**config.mk**
```make
export PLATFORM = sky130hd
export DESIGN_NAME = pfrs_ram
export DESIGN_NICKNAME = d
export VERILOG_FILES = /design/src/hdl/pfrs_ram.sv
export SDC_FILE = /design/constraint.sdc
export NUM_CORES = 2
export LEC_CHECK = 0
export BUFFER_PORTS_ARGS = -buffer_cell sky130_fd_sc_hd__buf_2
export CAP_MARGIN = 0
export CORE_MARGIN = 8
export CORE_UTILIZATION = 30
export DETAILED_ROUTE_END_ITERATION = 10
export GPL_TIMING_DRIVEN = 0
export SYNTH_ARGS = -nofsm -noshare
export SYNTH_HDL_FRONTEND = slang
export SYNTH_SLANG_ARGS = --single-unit
```
**constraint.sdc**
```tcl
create_clock -name clk -period 4.6 [get_ports clk]
set_clock_uncertainty 0.05 [all_clocks]
set_input_delay 0.46 -clock clk [delete_from_list [all_inputs] [get_ports clk]]
set_output_delay 0.46 -clock clk [all_outputs]
set_load 0.01 [all_outputs]
```
**src/hdl/pfrs_ram.sv**
```systemverilog
module pfrs_ram #(
    parameter int WIDTH = 32,
    parameter int DEPTH = 64
) (
    input  logic                                     clk,
    input  logic                                     we,
    input  logic [((DEPTH > 1) ? $clog2(DEPTH) : 1)-1:0] waddr,
    input  logic [WIDTH-1:0]                         wdata,
    input  logic [((DEPTH > 1) ? $clog2(DEPTH) : 1)-1:0] raddr,
    output logic [WIDTH-1:0]                         rdata
);

    logic [WIDTH-1:0] mem [DEPTH];
    logic [WIDTH-1:0] rdata_reg;

    always_ff @(posedge clk)
    begin
        if (we)
        begin
            mem[waddr] <= wdata;
        end
        rdata_reg <= mem[raddr];
    end

    assign rdata = rdata_reg;

endmodule

```
Word level (Yosys, flattened, before mapping) --
Memories as Yosys holds them, arrays and structs flattened. A register that Yosys moved wholly into a read port is not among the register bits. Index checks and enable logic that the tools add are counted.
Word-level totals: bits in registers 0, memory bits (writable) 2048, bits of input ports 46, output and inout bits 32, memories kept 1
Operators by class: mux-type cells 2
Memories:
- mem | depth 64, bits a word 32, read ports 1, clocked after Yosys merged registers in 1, write ports 1, line 13 | logic [WIDTH-1:0] mem [DEPTH];
Operators by type and width (number):
- 2-to-1 mux 1 bit | 2

Depth between registers and ports, before layout --
word-level depth 2, gate-level depth with buffers 10

Worst setup path after synthesis --
No wires, ideal clock.
path type input -> register, start point input waddr[3] (netlist bit), end point memory mem[48][0] (enable), setup time 0.461 ns, data arrival time 3.159 ns, data required time 4.089 ns, setup slack 0.930 ns, stages on the path 4, buffers on the path 1, cells stage by stage clkbuf_1 -> nor2b_1 -> nand4b_1 -> nor3_1
RTL lines:
- start, declared | line 7 | input logic [((DEPTH > 1) ? $clog2(DEPTH) : 1)-1:0] waddr,
- end, declared | line 13
Straight into the memory's write port.

==> Flow_metrics.wiki <==
{| class="wikitable"
! Metric !! Value
|-
| CTS buffer count || 207
|-
| Final critical path time including I/O delays and setup || 4.56 ns
|-
| Sort of element at the start of the critical path || input pin
|-
| Clock root buffer master || sky130_fd_sc_hd__clkbuf_16
|-
| Area share of fa/ha/maj cells after synthesis || 0%
|-
| Horiz. Die Dim || 528 µm
|-
| Syn avg cell area || 23.6 µm²
|-
| Cell type with the largest total area after synthesis || sky130_fd_sc_hd__edfxtp_1
|-
| Seq cells post-synth || 2080
|-
| Transition time of the tightest slew-check pin || 1.47 ns
|-
| Final instance area || 92600 µm²
|-
| Clock edge transition at the registers on the reported setup and hold paths || 0.06 ns
|-
| Total half-perimeter wirelength after legalization and detailed placement || 158000 µm
|-
| Area growth from synthesis to final layout || 18.0%
|-
| Number of warning messages in the yosys log || 0
|-
| CTS max path bufs || 3
|-
| Post-Synthesis Cell Area || 78500 µm²
|-
| CP max FO || 10
|-
| Core area || 261000 µm²
|-
| Number of enable flip-flop cells after synthesis || 2048
|-
| Highest Clock Rate || 219 MHz
|-
| Fraction of the yosys area taken by sequential cells || 79.1%
|-
| Combined area of the multi-input logic cells || 16000 µm²
|-
| Crit path arrival time || 5.18 ns
|-
| Fraction of layout cells with a size suffix above 1 || 29.5%
|-
| Kind of critical path || in -> reg
|-
| Compound-cell area share of the yosys netlist || 1.67%
|-
| RSZ-0062 raised after global routing || false
|-
| Placed cell count || 7008
|-
| Number of pins with negative max-slew slack in the final report || 0
|-
| Gp weighted congestion || 0.830
|-
| Normalized max-slew margin || 2.21%
|-
| Number of placement rows || 188
|-
| Leakage || 0.0282 µW
|-
| H-tree levels || 4
|-
| Post-cts repair resize count || 0
|-
| Clock Latency Late Sink || 0.86 ns
|-
| Instance count of the mapped netlist || 3324
|-
| Initial Util || 30.0%
|-
| Number of filler cells placed in the layout || 23700
|-
| Via count of the first global-routing pass || 38600
|-
| Leading cell types by total area after synthesis || sky130_fd_sc_hd__edfxtp_1 (78%), sky130_fd_sc_hd__mux4_2 (16%), sky130_fd_sc_hd__mux2i_1 (1.2%)
|-
| Most used DFF post-synth || sky130_fd_sc_hd__edfxtp_1
|-
| Final critical-path setup slack || 0.0402 ns
|-
| Routed wire length || 244000 µm
|-
| Count of cell types in the netlist || 34
|-
| Final Instance Count excl. Fillers || 7398
|-
| Global-route usage over all layers || 17.1%
|-
| Wire length of the first global-routing pass || 328000 µm
|-
| Post-synthesis async set-or-reset flop share || 0%
|-
| Vias per cell || 5.28
|-
| Initial antenna violation count || 32
|-
| Period utilisation layout || 99.1%
|-
| Result of the run || finished clean
|-
| Kind of end point of the critical path || flip-flop
|-
| Die extent in y || 528 µm
|-
| IO Count || 78
|-
| Slack of the worst reg-to-reg path || 1.85 ns
|-
| Most common library cells after synthesis || sky130_fd_sc_hd__edfxtp_1 (2048), sky130_fd_sc_hd__mux4_2 (544), sky130_fd_sc_hd__nor2_1 (137)
|-
| Post-route DRC violation count || 0
|-
| Count of hold-fix buffers inserted at cts || 0
|-
| Post-Synth Simple-Gate Area || 1.27%
|-
| Total placed instance area || 86000 µm²
|-
| First DRT Iteration DRCs || 6360
|-
| CTS tree || built
|-
| Total global routing overflow || 0
|-
| Post-Synth XOR/XNOR Area || 0%
|-
| Setup violators final || 0
|-
| Share of the synthesized area in the top cell type || 78.3%
|-
| Largest register FFs || 2048
|-
| Maximum vdd ir drop || 0.000417 V
|-
| WL/cell || 33.0 µm
|-
| Sinks on the clock net || 2080
|-
| Utilization after layout || 35.4%
|-
| Power Dens Cells || 429 nW/µm²
|-
| Post-CTS setup buffer count || 0
|-
| Via total after detailed routing || 39100
|-
| Sequential cell area || 62100 µm²
|-
| Combinational family with the most area after synthesis || multiplexers
|-
| Maximum number of pins on one net before global-route repair || 65
|-
| Number of detailed-routing iterations run before antenna repair || 6
|-
| Required time reported for the critical path endpoint || 5.22 ns
|-
| Number of nets in the layout || 3748
|-
| Post-Synthesis Net Count || 3370
|-
| Final hold viol count || 0
|-
| Maximum Capacitance Violations || 0
|-
| Worst setup timing slack at the placement stage || -0.731 ns
|-
| Number of port buffers || 69
|-
| Most frequent cell after synthesis || sky130_fd_sc_hd__edfxtp_1
|-
| Routed Antenna Nets || 0
|-
| Multiplexer share of the synthesized area || 16.8%
|-
| Classification of the worst-slack hold path || in -> reg
|-
| DIE AREA || 278000 µm²
|}
[cells by family (layout without fill, tap and decap cells)]
| group | count (synthesis) | count (layout) |
|---|---|---|
| flops | 2080 | 2080 |
| mux | 637 | 637 |
| simple gates | 223 | 223 |
| compound gates | 202 | 202 |
| buf+inv | 182 | 725 |
| other cells | 0 | 16 |
[layout by cell type, fill, tap and decap left out, drive strengths merged]
cell,n
clkbuf,335
nand3,5
inv,6
mux4,544
diode,16
a31oi,1
nor2,137
or2,3
a21oi,62
nor3,7
or3b,5
buf,277
edfxtp,2048
bufinv,13
mux2i,93
clkinvlp,2
o32ai,4
nand4b,1
nand2b,8
clkinv,92
nand2,26
a22oi,12
nand4,2
or3,3
o221ai,27
dfxtp,32
and3,4
and2,2
nor2b,15
a41o,4
nand3b,5
o22ai,84
a311oi,8
[layout make-up]
| cell class | instances | area share, % |
|---|---|---|
| clock buffers | 261 | 5.86 |
| well taps | 3515 | 4.75 |
| plain buffers | 182 | 0.958 |
| clock inverters | 113 | 1.21 |
| flip-flops and latches | 2080 | 67.1 |
| diodes | 16 | 0.0432 |
| repair buffers | 169 | 2.86 |
| multi-input cells | 1062 | 17.2 |
[worst max-delay path, stage by stage]
cell	delay [ns]
sky130_fd_sc_hd__buf_2	0.43
sky130_fd_sc_hd__buf_2	0.43
sky130_fd_sc_hd__buf_2	0.41
sky130_fd_sc_hd__buf_1	0.88
sky130_fd_sc_hd__nand3b_1	0.70
sky130_fd_sc_hd__o221ai_1	0.45
sky130_fd_sc_hd__a21oi_1	0.26
sky130_fd_sc_hd__a21oi_1	0.86
sky130_fd_sc_hd__nor2_1	0.24
[path summary, 6_finish.rpt]
check                                             end  cells past startpoint            startpoint
worst min-delay path            mem[52][25]$_DFFE_PP_                      1             wdata[25]
worst max register to register       rdata[2]$_DFF_P_                      5  mem[39][2]$_DFFE_PP_
worst min register to register       rdata[4]$_DFF_P_                      4  mem[29][4]$_DFFE_PP_
worst max-delay path                rdata[15]$_DFF_P_                      9              raddr[1]
[layer usage]
layer	track usage (%)	share of wire, %
met1	21.8	37
met2	27.6	47
met3	3.81	10
met4	8.34	5.7
met5	0	0.0053
[report_power, final]
group / switching (µW) / internal, µW / leakage [µW]
logic: 1520 / 719 / 0.00639
registers: 36.5 / 21000 / 0.0187
clock network: 7310 / 9120 / 0.00317
[stage by stage]
stage | hold WS, ns | setup TNS [ns] | total power [µW]
floorplan | 0.509 | 0 | 22500
global placement | 0.816 | -1535.32 | 23600
detailed placement | 0.805 | -2.70 | 23700
CTS | 0.273 | 0 | 39900
global route | 0.189 | 0 | 40600
finish | 0.185 | 0 | 39700
(Power assumes the default switching activity.)
