`src/hdl/pfrs_pkg.sv`:
```
package pfrs_pkg;

    // Table geometry
    localparam int MAX_OBSTACLES = 64;
    localparam int IDX_W = (MAX_OBSTACLES > 1) ? $clog2(MAX_OBSTACLES) : 1;
    localparam int CNT_W = $clog2(MAX_OBSTACLES + 1);

    // Field widths
    localparam int COORD_W   = 32;
    localparam int CFG_W     = 31;
    localparam int COUNT_W   = 7;
    localparam int FORCE_W   = 48;
    localparam int ENTRY_W   = 6;
    localparam int REG_IDX_W = 2;

    // Serial arithmetic unit widths and step counts
    localparam int W_W        = 111;
    localparam int A_W        = 64;
    localparam int R_W        = 34;
    localparam int ROOT_W     = 32;
    localparam int STEP_W     = 7;
    localparam int MUL_STEPS  = 31;
    localparam int DIV_STEPS  = 111;
    localparam int SQRT_STEPS = 32;

    // Register indexes
    localparam logic [REG_IDX_W-1:0] REG_GAIN   = 2'd0;
    localparam logic [REG_IDX_W-1:0] REG_RADIUS = 2'd1;
    localparam logic [REG_IDX_W-1:0] REG_COUNT  = 2'd2;

    // Request opcodes
    localparam logic OPC_WRITE = 1'b0;
    localparam logic OPC_EVAL  = 1'b1;

    // Register reset values
    localparam logic [CFG_W-1:0]   GAIN_RESET   = 31'd327680;
    localparam logic [CFG_W-1:0]   RADIUS_RESET = 31'd19661;
    localparam logic [COUNT_W-1:0] COUNT_RESET  = 7'd36;

    typedef enum logic [1:0] {
        ARITH_MUL  = 2'd0,
        ARITH_DIV  = 2'd1,
        ARITH_SQRT = 2'd2
    } arith_op_t;

    typedef struct packed {
        logic      start;
        arith_op_t op;
    } arith_cmd_t;

    typedef struct packed {
        logic busy;
        logic done;
    } arith_stat_t;

endpackage

```
`src/hdl/pfrs_arith.sv`:
```
module pfrs_arith (
    input  logic                         clk,
    input  logic                         rst_n,
    input  pfrs_pkg::arith_cmd_t         cmd,
    input  logic [pfrs_pkg::W_W-1:0]     arg_w,
    input  logic [pfrs_pkg::A_W-1:0]     arg_a,
    output pfrs_pkg::arith_stat_t        stat,
    output logic [pfrs_pkg::W_W-1:0]     res_w,
    output logic [pfrs_pkg::ROOT_W-1:0]  res_root
);
    import pfrs_pkg::*;

    logic              busy_reg, busy_next;
    logic              done_reg, done_next;
    logic [STEP_W-1:0] cnt_reg, cnt_next;
    arith_op_t         op_reg, op_next;
    logic [W_W-1:0]    w_reg, w_next;
    logic [A_W-1:0]    a_reg, a_next;
    logic [R_W-1:0]    r_reg, r_next;

    logic [A_W:0]      mul_sum;
    logic [CFG_W:0]    div_t;
    logic [CFG_W:0]    div_diff;
    logic              div_ge;
    logic [R_W+1:0]    sq_rem;
    logic [R_W+1:0]    sq_trial;
    logic [R_W+1:0]    sq_diff;
    logic              sq_ge;
    logic [STEP_W-1:0] steps;

    // Shift-add multiply: accumulator above, multiplier bits below
    assign mul_sum = {1'b0, w_reg[A_W+MUL_STEPS-1:MUL_STEPS]}
                   + (w_reg[0] ? {1'b0, a_reg} : '0);

    // Restoring divide: one quotient bit per step
    assign div_t    = {r_reg[CFG_W-1:0], w_reg[W_W-1]};
    assign div_ge   = div_t >= {1'b0, a_reg[CFG_W-1:0]};
    assign div_diff = div_t - {1'b0, a_reg[CFG_W-1:0]};

    // Digit-by-digit square root: one root bit per step
    assign sq_rem   = {r_reg, w_reg[2*ROOT_W-1:2*ROOT_W-2]};
    assign sq_trial = {{(R_W-ROOT_W){1'b0}}, a_reg[ROOT_W-1:0], 2'b01};
    assign sq_ge    = sq_rem >= sq_trial;
    assign sq_diff  = sq_rem - sq_trial;

    always_comb
    begin
        case (cmd.op)
            ARITH_MUL:  steps = STEP_W'(MUL_STEPS);
            ARITH_DIV:  steps = STEP_W'(DIV_STEPS);
            ARITH_SQRT: steps = STEP_W'(SQRT_STEPS);
            default:    steps = STEP_W'(MUL_STEPS);
        endcase
    end

    always_comb
    begin
        busy_next = busy_reg;
        done_next = 1'b0;
        cnt_next  = cnt_reg;
        op_next   = op_reg;
        w_next    = w_reg;
        a_next    = a_reg;
        r_next    = r_reg;
        if (cmd.start && !busy_reg)
        begin
            busy_next = 1'b1;
            cnt_next  = steps;
            op_next   = cmd.op;
            w_next    = arg_w;
            a_next    = arg_a;
            r_next    = '0;
        end
        else if (busy_reg)
        begin
            cnt_next = cnt_reg - 1'b1;
            if (cnt_reg == STEP_W'(1))
            begin
                busy_next = 1'b0;
                done_next = 1'b1;
            end
            case (op_reg)
                ARITH_MUL:
                begin
                    w_next = {{(W_W-A_W-MUL_STEPS){1'b0}}, mul_sum,
                              w_reg[MUL_STEPS-1:1]};
                end
                ARITH_DIV:
                begin
                    w_next = {w_reg[W_W-2:0], div_ge};
                    r_next = R_W'(div_ge ? div_diff : div_t);
                end
                ARITH_SQRT:
                begin
                    w_next = {w_reg[W_W-3:0], 2'b00};
                    r_next = sq_ge ? sq_diff[R_W-1:0] : sq_rem[R_W-1:0];
                    a_next = {a_reg[A_W-2:0], sq_ge};
                end
                default:
                begin
                    w_next = w_reg;
                end
            endcase
        end
    end

    always_ff @(posedge clk or negedge rst_n)
    begin
        if (!rst_n)
        begin
            busy_reg <= 1'b0;
            done_reg <= 1'b0;
            cnt_reg  <= '0;
            op_reg   <= ARITH_MUL;
        end
        else
        begin
            busy_reg <= busy_next;
            done_reg <= done_next;
            cnt_reg  <= cnt_next;
            op_reg   <= op_next;
        end
    end

    always_ff @(posedge clk)
    begin
        w_reg <= w_next;
        a_reg <= a_next;
        r_reg <= r_next;
    end

    assign stat.busy = busy_reg;
    assign stat.done = done_reg;
    assign res_w     = w_reg;
    assign res_root  = a_reg[ROOT_W-1:0];

endmodule

```
`config.mk`:
```
export PLATFORM = sky130hd
export DESIGN_NAME = pfrs_arith
export DESIGN_NICKNAME = d
export VERILOG_FILES = /design/src/hdl/pfrs_pkg.sv /design/src/hdl/pfrs_arith.sv
export SDC_FILE = /design/constraint.sdc
export NUM_CORES = 1
export LEC_CHECK = 0
export ABC_AREA = 1
export BUFFER_PORTS_ARGS = -buffer_cell sky130_fd_sc_hd__buf_4
export CAP_MARGIN = 10
export CORE_MARGIN = 4
export CORE_UTILIZATION = 42
export CTS_BUF_LIST = sky130_fd_sc_hd__clkbuf_2
export CTS_CLUSTER_DIAMETER = 40
export DETAILED_ROUTE_END_ITERATION = 10
export SLEW_MARGIN = 20
export SYNTH_ARGS = -nofsm -noshare
export SYNTH_HDL_FRONTEND = slang
export SYNTH_SLANG_ARGS = --single-unit
```
`constraint.sdc`:
```
create_clock -name clk -period 8.7 [get_ports clk]
set_clock_uncertainty 0.05 [all_clocks]
set_input_delay 0.435 -clock clk [delete_from_list [all_inputs] [get_ports clk]]
set_output_delay 0.435 -clock clk [all_outputs]
set_load 0.02 [all_outputs]
```
# --- After elaboration in Yosys (flattened, before gate mapping) ---
# Index checks and enable logic that the tools add are counted.
totals:
  out_inout_bits: 145
  reg_bits: 220
  elab_cells: 47
  input_bits: 180
op_classes:
  order_cmp: 2
  n_addsub: 4
  n_mux: 19
  n_reduce_logical: 10
  eq_ne: 5
op_table:
  columns: ["cell", "n"]
  rows:
  - ["one-hot mux 111 bit (3 select lines)", 1]
  - ["2-to-1 mux 64 bit", 4]
  - ["2-to-1 mux 111 bit", 2]
  - ["one-hot mux 34 bit (2 select lines)", 1]
  - ["adder 64 x 64 -> 65 bit", 1]
  - ["greater-or-equal comparator 36 x 34 -> 1 bit", 1]
  - ["2-to-1 mux 34 bit", 1]
  - ["subtractor 34 bit", 1]
  - ["greater-or-equal comparator 32 x 31 -> 1 bit", 1]
  - ["2-to-1 mux 32 bit", 1]
  - ["subtractor 32 x 31 -> 32 bit", 1]
  - ["2-to-1 mux 7 bit", 2]
  - ["one-hot mux 7 bit (2 select lines)", 1]
  - ["equality test 7 x 1 -> 1 bit (second input constant)", 1]
  - ["subtractor 7 x 1 -> 7 bit (second input constant)", 1]
  - ["2-to-1 mux 1 bit", 6]
  - ["AND reduction 2 bit", 3]
  - ["nonzero test 2 bit", 3]
  - ["equality test 2 x 1 -> 1 bit (second input constant)", 2]
  - ["equality test 2 bit (second input constant)", 2]
  - ["nonzero test 4 bit", 1]
  - ["zero test 2 bit", 1]
  - ["logical AND 1 bit", 1]
  - ["zero test 1 bit", 1]

# --- Longest topological paths before layout ---
# Gate-level depths: netlist (run 1).
depth:
  ltp_word: 5
  depth_mapped: 19
  mapped_depth_nobuf: 18

# --- Worst setup path after synthesis (run 1) ---
# Ideal clock, no wire load.
synth_path:
  path_kind: "register to register"
  from: "register op_reg[0]"
  to: "register w_reg[0], in the netlist res_w[0], enable pin"
  arrival_time_ns: 7.275
  slack_ns: 0.728
  synth_period_minus_slack_ns: 7.972
  required_ns: 8.003
  stages_incl_launch_ff: 8
  setup_time_ns: 0.647
  n_path_buf: 3
  cell_sequence: "dfrtp_1 -> inv_1 -> ha_1 -> clkbuf_1 -> inv_1 -> clkbuf_1 -> clkbuf_1 -> a31oi_1"
synth_between:
  elab_chain_cells: 3
  word_cells_on_any_way: 5
  cone_classes: "eq/ne (2); reduce/logical (3)"
synth_lines:
  columns: ["item", "line", "rtl"]
  rows:
  - ["start: declaration", "pfrs_arith.sv:16", "arith_op_t op_reg, op_next;"]
  - ["start signal: assignment", "pfrs_arith.sv:121", "op_reg <= op_next;"]
  - ["equality test 2 bit (tied with other cells)", "pfrs_arith.sv:82", "case (op_reg)"]
  - ["nonzero test 4 bit (no source line) *", null, null]
  - ["AND reduction 2 bit (no source line) *", null, null]
  - ["end signal: assignment", "pfrs_arith.sv:127", "w_reg <= w_next;"]
  - ["end: declaration", "pfrs_arith.sv:17", "logic [W_W-1:0] w_reg, w_next;"]
# Every way passes the cells marked *; elsewhere a longest branch is shown, timed or not.
# A chain may end at the register's enable or synchronous reset.

# --- Worst setup path after layout (run 1) ---
layout_path:
  from: "register w_reg[0], in the netlist res_w[0]"
  to: "register w_reg[79], in the netlist res_w[79], data pin"
layout_between:
  elab_chain_cells: 5
layout_lines:
  columns: ["item", "line", "rtl"]
  rows:
  - ["2-to-1 mux 64 bit", "pfrs_arith.sv:33", "+ (w_reg[0] ? {1'b0, a_reg} : '0);"]
  - ["adder 64 x 64 -> 65 bit", "pfrs_arith.sv:33", null]
  - ["one-hot mux 111 bit (3 select lines)", "pfrs_arith.sv:82", null]
  - ["2-to-1 mux 111 bit", "pfrs_arith.sv:74", "else if (busy_reg)"]
  - ["2-to-1 mux 111 bit", "pfrs_arith.sv:65", "if (cmd.start && !busy_reg)"]
  - ["via w_next[79]", "pfrs_arith.sv:17", null]
# The timed path passes the listed nets, and every way through them passes these cells. The select of a mux whose other input is x is not followed.

==> impl_metrics.csv, run 1 <==
group,metric,value,unit
clocking,clockBufferDepth,3,
placement,dpl_cell_area,25250,um^2
logic_synthesis,synth_nets,3939,
timing,fin_crit,4.115,ns
clocking,htreeDepth,3,
final_layout,n_fill_cell,5606,
logic_synthesis,synth_edf_count,175,
critical_path,path_depth,14,
critical_path,crit_top_cell,"nand2_1",
route,drtPass1Iterations,8,
timing,hold_viol_final,0,
min_path,min_from,"cmd[1]",
final_layout,largest_reg_flops,111,
global_route,grt_pass1_vias,24820,
critical_path,crit_path_end_kind,"register",
clocking,insertion_delay,1.08,ns
critical_path,crit_buf_inv,3,
min_path,holdPathStages,4,
critical_path,required,9.45,ns
clocking,cts_buffers,70,
power,vdd_drop_max,215.8,uV
die,row_count,84,
clocking,post_cts.repair.setup_buffers,0,
placement,portBuffers,324,
global_route,antenna_found_initial,2,
global_route,track_usage,0.3182,
timing,relSlewSlack,0.2131,
die,dieArea,57380,um^2
timing,fin_crit_sh,0.4730,
final_layout,layout-drive-gt1-share,0.1311,
route,routedWlPerCell,19.57,um
route,viasPerCell,5.372,
timing,worstMarginPinSlew,1.180,ns
clocking,cts_tree,"yes",
min_path,hold_end,"op_reg[1]$_DFFE_PN0P_",
logic_synthesis,seq_area_frac_synth,0.2758,
logic_synthesis,async_flop_share,0.05000,
min_path,hp-class,"in -> reg",
critical_path,slowest_stage,"edfxtp_1",
logic_synthesis,ys_ff_latch,220,
critical_path,rr_startpoint,"res_w[0]$_DFFE_PP_",
final_layout,design_area,27770,um^2
global_route,overflow,0,
route,vias,25870,
final_layout,syn_to_final_growth,23.33,%
global_route,grt_pass1_wl,142.5,mm
global_route,grt_max_degree,117,
critical_path,reg2reg_to,"res_w[79]$_DFFE_PP_",
power,p_leak,14.39,nW
die,initial_core_util,0.4259,
logic_synthesis,syn_avg_cell_area,6.218,um^2
logic_synthesis,netlist_area,22520,um^2
critical_path,crit_start,"res_w[0]$_DFFE_PP_",
job,drv_cap,0,
timing,rsz0062_at_grt,"no",
timing,tns,0,ns
route,drc,0,
die,coreArea,52870,um^2
logic_synthesis,ys.flop_type,"edfxtp_1",
clocking,path_clk_slew,0.11,ns
power,pwr_density_cell,486.7,nW/um^2
clocking,clock_sinks,220,
placement,dp_hpwl,72.65,mm
logic_synthesis,syn_inst,3621,
critical_path,slowest_delay,0.86,ns
die,io_pins,325,
final_layout,fin_nets,4387,
critical_path,crit_fanout,48,
logic_synthesis,yosysWarnings,0,
outcome,status,"finished, final reports clean",
route,routed_wl,94.26,mm
route,postRouteAntennaNets,0,
die,die_h,239.5,um
clocking,root_buffer,"clkbuf_2",
critical_path,cp.arrival,4.86,ns
placement,finalWeightedCongestion,1.019,
critical_path,path_delay_family,"compound AO/OA/AOI/OAI gates",
critical_path,cp_cell_sequence,"buf_4 > nand2_1 > inv_1 > ha_1 > a21oi_1 > o21ai_0 > inv_1 > nand2_1 > nand2_1 > nand2_1 > a21oi_1 > nand3_1 > nand3_1 > a21oi_1",
route,initialDrtViolationCount,2538,
critical_path,r2r_cells,14,
timing,slew_viol_final,0,
logic_synthesis,ys_types,48,
timing,finalSetupViolations,0,
critical_path,critPathLaunchType,"register",
timing,fmax,243.0,MHz
critical_path,crit_type,"reg -> reg",
die,die_x,239.5,um
critical_path,r2r_slack,4.59,ns
## worst min-delay path: cells and delay by family
family / cells / cell delay [ns]
AOI/OAI and AO/OA: 1 / 0.06
and+or+nand+nor: 1 / 0.05
buffers and inverters: 2 / 0.64
## routing by layer
metal	vias to the layer above	wire (um)	global-route usage
met4	0	3707	0.1172
met3	202	6358	0.04836
met5	-	0	0
met1	12010	39880	0.4182
met2	1012	44310	0.5318
li1	12650	-	-
## area by class of cell
cell class                 instances  area (um^2)  share of cell area
clock buffer                     103        515.5             0.01856
multi-input combinational       2699        13520              0.4867
tap                              688        860.8             0.03100
sequential                       220         6211              0.2237
timing repair buffer             523         4377              0.1576
inverter                         555         2091             0.07529
antenna                            2        5.005           0.0001802
clock inverter                    26        193.9            0.006984
## power by group
group          total (mW)  internal (mW)  switching, mW
logic                9.83           3.25           6.59
clock network       0.964          0.411          0.552
registers            2.72           2.07          0.648
total                13.5           5.73           7.79
## Yosys cell counts, drive strengths merged (2+ instances only)
cell type	number	area, um^2
xnor2	6	52.55
o22ai	14	87.58
a41oi	5	43.79
xor2	27	236.5
nand3b	21	157.7
edfxtp	175	5255
or2	18	112.6
a31oi	25	156.4
a21o	3	22.52
nor4	4	25.02
o211ai	4	30.03
buf	68	442.9
o21a	3	22.52
nand2	1237	4698
nand3	307	1642
inv	554	2080
nand4	19	118.9
dfxtp	34	680.7
o21bai	17	127.6
nor3	31	160.1
nor2	359	1375
ha	136	1702
a21oi	236	1222
dfrtp	11	275.3
a221oi	65	569.3
o21ai	126	630.6
fa	2	40.04
a22oi	24	180.2
and2	5	31.28
clkbuf	79	296.5
## stage by stage
stage	utilization	instances	setup WS, ns	total power [mW]	hold slack [ns]
2_1_floorplan	-	3621	0.7282	9.384	0.08941
3_3_place_gp	0.4777	4505	4.704	12.29	0.2346
5_1_grt	0.5253	4816	4.407	14.68	0.07511
4_1_cts	0.5252	4814	4.709	13.36	0.003137
6_report	0.5253	4816	4.585	13.52	0.09634
3_5_place_dp	0.4777	4505	4.725	12.28	0.2336
## placed cells by master (no fill, tap or decap), types with 24 or more instances in the layout
cell / instances
dfxtp_1: 34
nand3_1: 286
nand2_1: 1219
dlygate4sd3_1: 180
edfxtp_1: 175
clkbuf_2: 103
buf_4: 343
nor2_1: 351
ha_1: 136
inv_1: 547
a31oi_1: 24
a22oi_1: 24
a21oi_1: 224
xor2_1: 27
o21ai_0: 126
nor3_1: 30
a221oi_1: 65
## logic make-up (layout without fill, tap and decap cells)
group,Yosys count,count (layout),share of synthesized area
and+or+nand+nor,2003,2003,0.3701
xor gates and xnor gates,33,33,0.01284
buffers and inverters,702,1207,0.1254
DFF,220,220,0.2758
AOI/OAI and AO/OA,525,525,0.1385
other,0,2,0
adders and majority gates,138,138,0.07735
## worst max-delay path by stage
stage / end
floorplan: res_w[0]$_DFFE_PP_
detailed placement: res_w[79]$_DFFE_PP_
global route: r_reg[23]$_SDFFE_PP0P_
global placement: res_w[79]$_DFFE_PP_
finish: res_w[79]$_DFFE_PP_
CTS: res_w[79]$_DFFE_PP_
## what timing repair did
action | in CTS | in global routing
gates resized for setup | 0 | 0
hold buffers | 180 | 0
hold endpoints to repair | 197 | 0
No activity file was read; power rests on OpenSTA's default activity.
==> run 2: changes to the inputs <==
==> constraint.sdc (replaced) <==
create_clock -name clk -period 4.1 [get_ports clk]
set_clock_uncertainty 0.05 [all_clocks]
set_input_delay 0.205 -clock clk [delete_from_list [all_inputs] [get_ports clk]]
set_output_delay 0.205 -clock clk [all_outputs]
set_load 0.02 [all_outputs]
==> run 2 against run 1 <==
Effect of this change:
- routed wire length is 11% higher
- combinational power is 130% higher
- sequential power is 120% higher
- non-clock buffer count is 256 higher
- first-iteration DRC count is 5.5% lower
- maximum frequency is 9.3% higher
- utilization is 4.8 points higher
- sequential cell count stayed put
- worst hold slack better by 0.0020 ns
- critical endpoint is now a_reg[0]$_DFFE_PP_
- critical path type unchanged
- final area is 9.2% higher
- global-route usage is 3.4 points higher
==> impl_metrics.csv, run 2 (same netlist as run 1, synthesis figures left out) <==
group,metric,value,unit
outcome,status,"finished, final reports clean",
die,io_pins,325,
final_layout,layout-drive-gt1-share,0.1300,
timing,fmax,265.6,MHz
critical_path,critPathLaunchType,"register",
global_route,busiest_layer,"met2",
timing,hold_viol_final,0,
clocking,insertion_delay,1.06,ns
min_path,hp-class,"in -> reg",
power,seqPwrFrac,0.195,
power,clkPwrFrac,0.066,
power,pwr_density_cell,988.5,nW/um^2
critical_path,crit_path_end_kind,"register",
min_path,holdPathStages,4,
critical_path,cp_cell_sequence,"inv_1 > ha_1 > nand2_1 > nand2_1 > nand2_1 > and2_1 > nand2_1 > nand2_1 > nand2_1 > nor2_4 > nand2_4 > inv_2 > o21ai_0 > dlygate4sd3_1",
final_layout,fin_nets,4641,
power,p_leak,15.50,nW
die,dieArea,57380,um^2
global_route,grt_pass1_wl,156.1,mm
global_route,use_met2,0.5968,
route,drtPass1Iterations,6,
final_layout,seq_area,6211,um^2
critical_path,reg2reg_to,"a_reg[0]$_DFFE_PP_",
final_layout,finalNonFillerCells,5068,
power,p_sw_frac,0.5745,
clocking,cts_buffers,68,
route,viasPerCell,5.438,
critical_path,crit_buf_inv,3,
global_route,track_usage,0.3518,
critical_path,required,4.84,ns
critical_path,r2r_slack,0.33,ns
power,p_switching,17.22,mW
global_route,grtUsageMet1,0.4450,
critical_path,slowest_delay,0.60,ns
timing,tns,0,ns
route,postRouteAntennaNets,0,
placement,dp_hpwl,79.65,mm
die,die_x,239.5,um
die,row_count,84,
global_route,overflow,0,
timing,fin_crit,3.766,ns
final_layout,n_fill_cell,5257,
die,die_h,239.5,um
clocking,cts_tree,"yes",
route,routedWlPerCell,20.66,um
min_path,min_from,"arg_w[33]",
final_layout,largest_reg_flops,111,
route,initialDrtViolationCount,2399,
final_layout,final_common_cell,"nand2_1",
final_layout,design_area,30330,um^2
timing,whs,0.09834,ns
final_layout,syn_to_final_growth,34.71,%
critical_path,crit_fanout,19,
clocking,clockBufferDepth,3,
timing,rsz0062_at_grt,"no",
power,power,29.98,mW
clocking,post_cts.repair.setup_buffers,0,
critical_path,crit_top_cell,"nand2_1",
route,drc,0,
timing,slew_viol_final,0,
clocking,root_buffer,"clkbuf_2",
final_layout,multiInputGateArea,13520,um^2
critical_path,r2r_cells,14,
global_route,grt_util_met3,0.04801,
clocking,clock_sinks,220,
route,routed_wl,104.7,mm
job,drv_cap,0,
critical_path,cp.arrival,4.51,ns
critical_path,crit_type,"reg -> reg",
global_route,antenna_found_initial,5,
power,vdd_drop_max,483.0,uV
power,pwr-share-comb,0.739,
global_route,grt_pass1_vias,26950,
placement,finalWeightedCongestion,1.011,
clocking,path_clk_slew,0.10,ns
final_layout,final_cell_mix,"nand2_1, inv_1, dlygate4sd3_1, buf_4, nor2_1",
timing,worstMarginPinSlew,0.9011,ns
critical_path,slowest_stage,"dlygate4sd3_1",
min_path,hold_end,"res_w[33]$_DFFE_PP_",
global_route,grt_max_degree,153,
timing,finalSetupViolations,0,
placement,portBuffers,324,
placement,place_inst,4532,
clocking,htreeDepth,3,
route,vias,27560,
placement,dpl_cell_area,25570,um^2
die,coreArea,52870,um^2
timing,relSlewSlack,0.3970,
critical_path,path_delay_family,"simple AND/OR/NAND/NOR gates",
timing,fin_crit_sh,0.9185,
die,initial_core_util,0.4259,
critical_path,rr_startpoint,"a_reg[23]$_DFFE_PP_",
power,p_int,12.76,mW
[run 2: cell count changes in the layout (fill, tap and decap cells not counted)]
cell           change
buf_12             +9
buf_4             +18
bufinv_16          -1
clkbuf_2           +2
clkinv_1           -7
diode_2            +2
dlygate4sd3_1    +229
inv_2              +1
inv_6              -1
[run 2: worst register-to-register path: stages, from the launching register on]
cell and delay, ns:
edfxtp_1 0.53, inv_1 0.16, ha_1 0.39, nand2_1 0.08
nand2_1 0.08, nand2_1 0.06, and2_1 0.13, nand2_1 0.07
nand2_1 0.05, nand2_1 0.09, nor2_4 0.45, nand2_4 0.28
inv_2 0.35, o21ai_0 0.15, dlygate4sd3_1 0.60
[run 2: worst max-delay path by stage]
stage / from / endpoint / cells after the start
after floorplan: op_reg[0]$_DFFE_PN0P_ / res_w[0]$_DFFE_PP_ / 7
after global placement: res_w[0]$_DFFE_PP_ / res_w[60]$_DFFE_PP_ / 16
after detailed placement: res_w[0]$_DFFE_PP_ / res_w[60]$_DFFE_PP_ / 16
after CTS: res_w[0]$_DFFE_PP_ / res_w[47]$_DFFE_PP_ / 16
after global routing: a_reg[21]$_DFFE_PP_ / a_reg[0]$_DFFE_PP_ / 13
final: a_reg[23]$_DFFE_PP_ / a_reg[0]$_DFFE_PP_ / 14
[run 2: per-stage QoR]
stage | setup slack (ns) | utilization
final | 0.3343 | 0.5737
after CTS | 0.4125 | 0.5736
after floorplan | 0.3714 | -
after detailed placement | 0.7426 | 0.4837
after global routing | 0.1514 | 0.5737
after global placement | 0.7563 | 0.4837
[run 2: layout make-up]
cell class | count | share of cell area
Tap cell | 688 | 0.02838
Sequential cell | 220 | 0.2048
Clock buffer | 105 | 0.01733
Timing Repair Buffer | 779 | 0.2303
Multi-Input combinational cell | 2699 | 0.4456
Antenna cell | 4 | 0.0003300
Clock inverter | 18 | 0.004373
Inverter | 555 | 0.06893
[run 2: timing repair]
| action | in CTS | in global routing |
|---|---|---|
| hold buffers | 409 | 0 |
| hold endpoints to repair | 230 | 0 |
| gates resized for setup | 0 | 0 |
[run 2: routing by layer]
metal / share of wire / routed length [um] / vias up
met5: 0.00012 / 13 / -
met4: 0.050 / 5274 / 2
met3: 0.065 / 6856 / 273
met2: 0.47 / 49700 / 1206
met1: 0.41 / 42850 / 12900
li1: - / - / 13180
[run 2: power groups by stage]
stage	Clock, mW	Combinational, mW	Sequential [mW]
global placement	0	21.2	5.82
CTS	1.99	21.8	5.78
floorplan	0	13.8	5.95
global route	2.10	24.3	5.94
detailed placement	0	21.1	5.82
finish	1.97	22.2	5.85
